===== config.mk =====
export PLATFORM = sky130hd
export DESIGN_NAME = sa_ctrl
export DESIGN_NICKNAME = d
export VERILOG_FILES = /design/src/design/sa_pkg.sv /design/src/design/sa_ctrl.sv
export SDC_FILE = /design/constraint.sdc
export NUM_CORES = 1
export LEC_CHECK = 0
export ABC_AREA = 1
export BUFFER_PORTS_ARGS = -buffer_cell sky130_fd_sc_hd__buf_4
export CORE_AREA = 8 8 45 47
export DETAILED_ROUTE_END_ITERATION = 7
export DIE_AREA = 0 0 53 55
export MAX_ROUTING_LAYER = met4
export PLACE_DENSITY = 0.83
export RECOVER_POWER = 100
export SYNTH_ARGS = -nofsm -noshare
export SYNTH_HDL_FRONTEND = slang
export SYNTH_SLANG_ARGS = --single-unit
export TNS_END_PERCENT = 10

===== constraint.sdc =====
create_clock -name clk -period 1.45 [get_ports clk]
set_input_delay 0.0725 -clock clk [delete_from_list [all_inputs] [get_ports clk]]
set_output_delay 0.0725 -clock clk [all_outputs]
set_load 0.03 [all_outputs]

===== src/design/sa_pkg.sv =====
// ----------------------------------------------------------------------------
// sa_pkg
// Shared constants, sequencer codes and control structs for the suffix
// automaton builder.
// ----------------------------------------------------------------------------
package sa_pkg;

  localparam int MAX_TEXT = 4096;
  localparam int ALPHABET = 26;
  localparam int NODES    = 2 * MAX_TEXT;

  localparam int NODE_W   = $clog2(NODES);
  localparam int TOTAL_W  = NODE_W + 1;
  localparam int TEXT_W   = $clog2(MAX_TEXT + 1);
  localparam int SYM_W    = 5;
  localparam int TADDR_W  = NODE_W + SYM_W;
  localparam int CNT_W    = SYM_W;

  // input actions
  localparam logic [1:0] ACT_APPEND = 2'd0;
  localparam logic [1:0] ACT_QUERY  = 2'd1;
  localparam logic [1:0] ACT_CLEAR  = 2'd2;

  // sequencer states
  localparam int ST_W = 5;
  localparam logic [ST_W-1:0] ST_IDLE    = 5'd0;
  localparam logic [ST_W-1:0] ST_EMIT    = 5'd1;
  localparam logic [ST_W-1:0] ST_CLR     = 5'd2;
  localparam logic [ST_W-1:0] ST_Q_RD    = 5'd3;
  localparam logic [ST_W-1:0] ST_Q_CHK   = 5'd4;
  localparam logic [ST_W-1:0] ST_A_LEN   = 5'd5;
  localparam logic [ST_W-1:0] ST_A_INIT  = 5'd6;
  localparam logic [ST_W-1:0] ST_A_ZERO  = 5'd7;
  localparam logic [ST_W-1:0] ST_W_RD    = 5'd8;
  localparam logic [ST_W-1:0] ST_W_CHK   = 5'd9;
  localparam logic [ST_W-1:0] ST_P_LEN   = 5'd10;
  localparam logic [ST_W-1:0] ST_U_LEN   = 5'd11;
  localparam logic [ST_W-1:0] ST_CL_LINK = 5'd12;
  localparam logic [ST_W-1:0] ST_CP_RD   = 5'd13;
  localparam logic [ST_W-1:0] ST_CP_WR   = 5'd14;
  localparam logic [ST_W-1:0] ST_R_RD    = 5'd15;
  localparam logic [ST_W-1:0] ST_R_CHK   = 5'd16;
  localparam logic [ST_W-1:0] ST_FIX1    = 5'd17;
  localparam logic [ST_W-1:0] ST_FIX2    = 5'd18;

  typedef struct packed {
    logic [ST_W-1:0] op;
    logic            capture;
    logic            emit;
    logic            fin_app;
  } sa_cmd_t;

  typedef struct packed {
    logic app_ok;
    logic trans_zero;
    logic u_zero;
    logic len_eq;
    logic hit;
    logic cnt_last;
  } sa_stat_t;

endpackage


===== src/design/sa_ctrl.sv =====
// ----------------------------------------------------------------------------
// sa_ctrl
// Sequencer for append, query and clear; drives datapath commands.
// ----------------------------------------------------------------------------
module sa_ctrl import sa_pkg::*; (
  input  logic     clk,
  input  logic     rst_n,
  input  logic     start,
  input  logic [1:0] in_action,
  input  sa_stat_t stat,
  output sa_cmd_t  cmd,
  output logic     busy
);

  logic [ST_W-1:0] state_r, state_nxt;
  logic            quiet_r, quiet_nxt;

  // next state and commands
  always_comb begin
    state_nxt   = state_r;
    quiet_nxt   = quiet_r;
    cmd.op      = state_r;
    cmd.capture = 1'b0;
    cmd.emit    = 1'b0;
    cmd.fin_app = 1'b0;
    case (state_r)
      ST_IDLE: begin
        if (start) begin
          cmd.capture = 1'b1;
          case (in_action)
            ACT_APPEND: state_nxt = stat.app_ok ? ST_A_LEN : ST_EMIT;
            ACT_QUERY:  state_nxt = ST_Q_RD;
            ACT_CLEAR:  state_nxt = ST_CLR;
            default:    state_nxt = ST_EMIT;
          endcase
        end
      end
      ST_EMIT: begin
        cmd.emit  = 1'b1;
        state_nxt = ST_IDLE;
      end
      ST_CLR: begin
        if (stat.cnt_last) begin
          cmd.emit  = !quiet_r;
          quiet_nxt = 1'b0;
          state_nxt = ST_IDLE;
        end
      end
      ST_Q_RD:   state_nxt = ST_Q_CHK;
      ST_Q_CHK: begin
        cmd.emit  = 1'b1;
        state_nxt = ST_IDLE;
      end
      ST_A_LEN:  state_nxt = ST_A_INIT;
      ST_A_INIT: state_nxt = ST_A_ZERO;
      ST_A_ZERO: begin
        if (stat.cnt_last) state_nxt = ST_W_RD;
      end
      ST_W_RD:   state_nxt = ST_W_CHK;
      ST_W_CHK: begin
        if (stat.trans_zero && stat.u_zero) begin
          cmd.emit    = 1'b1;
          cmd.fin_app = 1'b1;
          state_nxt   = ST_IDLE;
        end else if (stat.trans_zero) begin
          state_nxt = ST_W_RD;
        end else begin
          state_nxt = ST_P_LEN;
        end
      end
      ST_P_LEN:  state_nxt = ST_U_LEN;
      ST_U_LEN: begin
        if (stat.len_eq) begin
          cmd.emit    = 1'b1;
          cmd.fin_app = 1'b1;
          state_nxt   = ST_IDLE;
        end else begin
          state_nxt = ST_CL_LINK;
        end
      end
      ST_CL_LINK: state_nxt = ST_CP_RD;
      ST_CP_RD:   state_nxt = ST_CP_WR;
      ST_CP_WR:   state_nxt = stat.cnt_last ? ST_R_RD : ST_CP_RD;
      ST_R_RD:    state_nxt = ST_R_CHK;
      ST_R_CHK:   state_nxt = (stat.hit && !stat.u_zero) ? ST_R_RD : ST_FIX1;
      ST_FIX1:    state_nxt = ST_FIX2;
      ST_FIX2: begin
        cmd.emit    = 1'b1;
        cmd.fin_app = 1'b1;
        state_nxt   = ST_IDLE;
      end
      default:    state_nxt = ST_IDLE;
    endcase
  end

  // state register; reset runs a silent clearing pass of the root row
  always_ff @(posedge clk) begin
    if (!rst_n) begin
      state_r <= ST_CLR;
      quiet_r <= 1'b1;
    end else begin
      state_r <= state_nxt;
      quiet_r <= quiet_nxt;
    end
  end

  assign busy = (state_r != ST_IDLE);

endmodule


# Yosys cells after proc, flatten, opt, wreduce, memory -nomap -nowiden
# Index checks and enable logic that the tools add are counted.
[word_totals] out_inout_bits=9 mem_bits_rw=0 register_bits=6 memories=0 rom_bits=0 latch_bits=0 input_bits=11 elab_cells=53
[op_classes] reduce_logical=10 mul=0 n_div=0 bitwise=0 addsub=0 shifts=0 order_cmp=0 mux=18 eq_ne=23
[op_table] op="$pmux W5 S16" count=1
[op_table] op="$eq A5 B4 Y1 const B" count=8
[op_table] op="$mux W5" count=5
[op_table] op="$eq A5 B3 Y1 const B" count=4
[op_table] op="$eq A5 B5 Y1 const B" count=3
[op_table] op="$eq A5 B2 Y1 const B" count=2
[op_table] op="$pmux W3 S3" count=1
[op_table] op="$mux W2" count=4
[op_table] op="$ne A2 B2 Y1 const B" count=3
[op_table] op="$eq A5 B1 Y1 const B" count=1
[op_table] op="$logic_not A5 Y1" count=1
[op_table] op="$reduce_bool A5 Y1" count=1
[op_table] op="$mux W4" count=1
[op_table] op="$pmux W1 S4" count=1
[op_table] op="$mux W1" count=3
[op_table] op="$mux W3" count=1
[op_table] op="$pmux W1 S3" count=1
[op_table] op="$reduce_and A3 Y1" count=1
[op_table] op="$reduce_or A3 Y1" count=1
[op_table] op="$eq A2 B1 Y1 const B" count=1
[op_table] op="$eq A2 B2 Y1 const B" count=1
[op_table] op="$logic_and A1 B1 Y1" count=2
[op_table] op="$logic_not A1 Y1" count=2
[op_table] op="$logic_not A2 Y1" count=1
[op_table] op="$reduce_and A2 Y1" count=1

# Longest topological paths before layout
[depth] ltp_word=4 ltp_mapped=10 mapped_depth_nobuf=10

# Least setup slack after synthesis
# No wires, ideal clock.
[synth_path] path_type="reg-to-output" start="register state_r[3]" end="output port cmd[1] (netlist bit)" n_path_buf=0 required_ps=1378 stages_incl_launch_ff=9 path_slack_ps=-148 t_arrival_ps=1525 cell_sequence="dfxtp_1 -> inv_1 -> nor2_2 -> nand2_1 -> nor2_1 -> nand3_1 -> nand2_1 -> nor2_1 -> o211ai_1"
[synth_rtl] element="start, declared" line_no="sa_ctrl.sv:15" source="logic [ST_W-1:0] state_r, state_nxt;"
[synth_rtl] element="start signal, assigned" line_no="sa_ctrl.sv:102" source="state_r <= state_nxt;"
[synth_rtl] element="end, declared" line_no="sa_ctrl.sv:11" source="output sa_cmd_t cmd,"

==> results.json <==
{
  "run_status": "finished, violations left",
  "failed_checks": "negative setup slack",
  "dp_hpwl_um": 1350,
  "insertion_delay_ns": 0.24,
  "hold_viol": 0,
  "synth_warnings": 0,
  "wire_per_inst_um": 13.1,
  "path_cells": "inv_2, nor2_2, nand2_2, nor2_2, nand3_1, nand2_1, nor2_1, o211ai_1, buf_4",
  "die_w_um": 53,
  "fmax_ghz": 0.637,
  "wl_met3_um": 146,
  "grtUsageTotal_pct": 13.4,
  "syn_inst": 109,
  "maxSlewHeadroom_pct": 85.7,
  "pre_cts_ws_ns": 0.0274,
  "wl_met1_um": 804,
  "dieHeight_um": 55,
  "final_area_sq_um": 940,
  "path_clk_slew_ns": 0.04,
  "overflow": 0,
  "setup_tns_ns": -0.121,
  "fin_cells": 157,
  "mostFrequentLayoutCells": "buf_4 (29), nand2_1 (26), nor2_1 (19)",
  "synth_ff_type": "dfxtp_1",
  "worst_path_max_delay_cell": "dfxtp_4",
  "ys_ff_latch": 6,
  "endpoint_kind": "primary output",
  "final_common_cell": "buf_4",
  "power_leakage_nw": 0.494,
  "place_area_sq_um": 778,
  "setup_viol": 1,
  "p_sw_share_pct": 37.3,
  "htree_levels": 1,
  "yosysSeqAreaShare_pct": 19.6,
  "antenna_found_initial": 0,
  "syn-mean-instance-area_sq_um": 5.64,
  "drtAntennaViolNets": 0,
  "p_sw_uw": 223,
  "totalWireLength_um": 2050,
  "seqPwrFrac_pct": 32.4,
  "cts_tree": "done",
  "drc": 0,
  "gp_congestion": 0.887,
  "met2WireLength_um": 1080,
  "synth_area_sq_um": 614,
  "coreArea_sq_mm": 0.00138,
  "drv_slew": 0,
  "whs_ns": 0.192,
  "period_share_pct": 108,
  "grt_max_degree": 12,
  "dieArea_sq_mm": 0.00292,
  "first_pass_iters": 4,
  "dp_cells": 143,
  "vias": 816,
  "fin_ws_ns": -0.121,
  "crit_required_ns": 1.38,
  "tightest_slew_ns": 0.214,
  "pwr-share-comb_pct": 42.3,
  "syn_nets": 122,
  "final_nets": 156,
  "io_buffers": 19,
  "crit_arrival_ns": 1.50,
  "critical_path_class": "register to primary output",
  "start_kind": "register",
  "synth.distinct_cells": 23,
  "grt_pass1_vias": 726,
  "path_common_cell": "nor2_2",
  "diodes": 0,
  "hp-class": "primary input to register",
  "drive_gt1_share_pct": 37.6,
  "drt_iter0_markers": 23,
  "routed_via_density": 5.20,
  "grt_pass1_wl_um": 2930,
  "fin_crit_ns": 1.57,
  "crit_fanout": 3,
  "synth_edf_count": 0,
  "cts-root-buf": "clkbuf_4",
  "rsz0062_at_grt": "yes",
  "rows": 14,
  "ios": 20,
  "initial_core_util_pct": 44.4,
  "cts_inserted_buffers": 3,
  "p_per_area_mw_per_mm2": 636,
  "clock_sinks": 6,
  "cell_internal_pwr_uw": 375,
  "cap_violations": 0,
  "fin_skew_ns": 0.00281,
  "synth_async_sr_flop_share_pct": 0,
  "max-vdd-ir-drop_mv": 0.523,
  "cts_max_path_buffers": 2,
  "top_layer_used": "met4",
  "power_frac_clock_pct": 25.3,
  "areaGrowthSynthToFinish_pct": 53.0,
  "slowest_delay_ns": 0.37
}
-- layout make-up --
class | instances | area, sq um
fill | 120 | 444
tap | 16 | 20.0
sequential | 6 | 136
clock buffer | 3 | 22.5
timing repair buffer | 30 | 228
inverter | 14 | 55.1
multi-input combinational | 88 | 478
-- registers in the layout, summed over array words and instances, names as in the netlist --
| name | cells |
|---|---|
| state_r | 5 |
| quiet_r | 1 |
-- layer usage --
metal | vias up | global-route usage (%)
met5 | - | -
met4 | 0 | 5.17
met3 | 2 | 2.41
met2 | 33 | 25.2
met1 | 364 | 13.2
li1 | 417 | -
-- synth_stat cells (2+ instances only) --
library cell	n	share of area (%)
a21oi_1	4	3.3
dfxtp_1	6	20
ha_1	2	4.1
inv_1	13	7.9
nand2_1	28	17
nand3_1	13	11
nor2_1	21	13
nor2_2	4	4.1
nor3_1	4	3.3
-- power groups by stage --
stage               Clock (mW)  Sequential [mW]  Combinational (mW)
floorplan                    0            0.208               0.118
global placement             0            0.195               0.204
detailed placement           0            0.196               0.204
CTS                      0.157            0.192               0.234
global route             0.166            0.195               0.273
finish                   0.151            0.193               0.253
-- critical path, delay by kind of cell (launching register included) --
family | cells | cell delay (ns)
and+or+nand+nor | 6 | 0.58
DFF | 1 | 0.37
buffers and inverters | 2 | 0.24
AOI/OAI and AO/OA | 1 | 0.08
-- cell families (layout without fill, tap and decap cells) --
| kind of cell | count (synthesis) | after routing | share of synthesized area, % |
|---|---|---|---|
| adders and majority gates | 2 | 2 | 4.07 |
| and+or+nand+nor | 77 | 77 | 57.8 |
| AOI/OAI and AO/OA | 9 | 9 | 9.17 |
| DFF | 6 | 6 | 19.6 |
| buffers and inverters | 15 | 47 | 9.37 |
-- metrics by stage --
stage,total power [mW],util (%)
final,0.597,67.9
after floorplan,0.326,-
after CTS,0.583,64.2
after global routing,0.634,67.9
after global placement,0.399,56.2
after detailed placement,0.401,56.2
-- final timing paths --
kind                    from    endpoint  slack [ns]  cells after the start
setup / recovery  state_r[3]      cmd[1]       -0.12                      9
setup reg to reg  state_r[4]  state_r[1]           0                     11
hold reg to reg      quiet_r     quiet_r        0.52                      2
hold / removal       stat[0]  state_r[1]        0.19                      4
-- timing repair --
| action | in CTS | in global routing |
|---|---|---|
| gates resized for setup | 9 | 8 |
| setup buffers | 7 | 3 |
| pin swaps | 7 | 8 |
| hold buffers | 1 | 0 |
| endpoints found under the hold margin | 1 | 0 |
| endpoints found under the setup margin | 2 | 4 |
No activity file was read; power rests on OpenSTA's default activity.
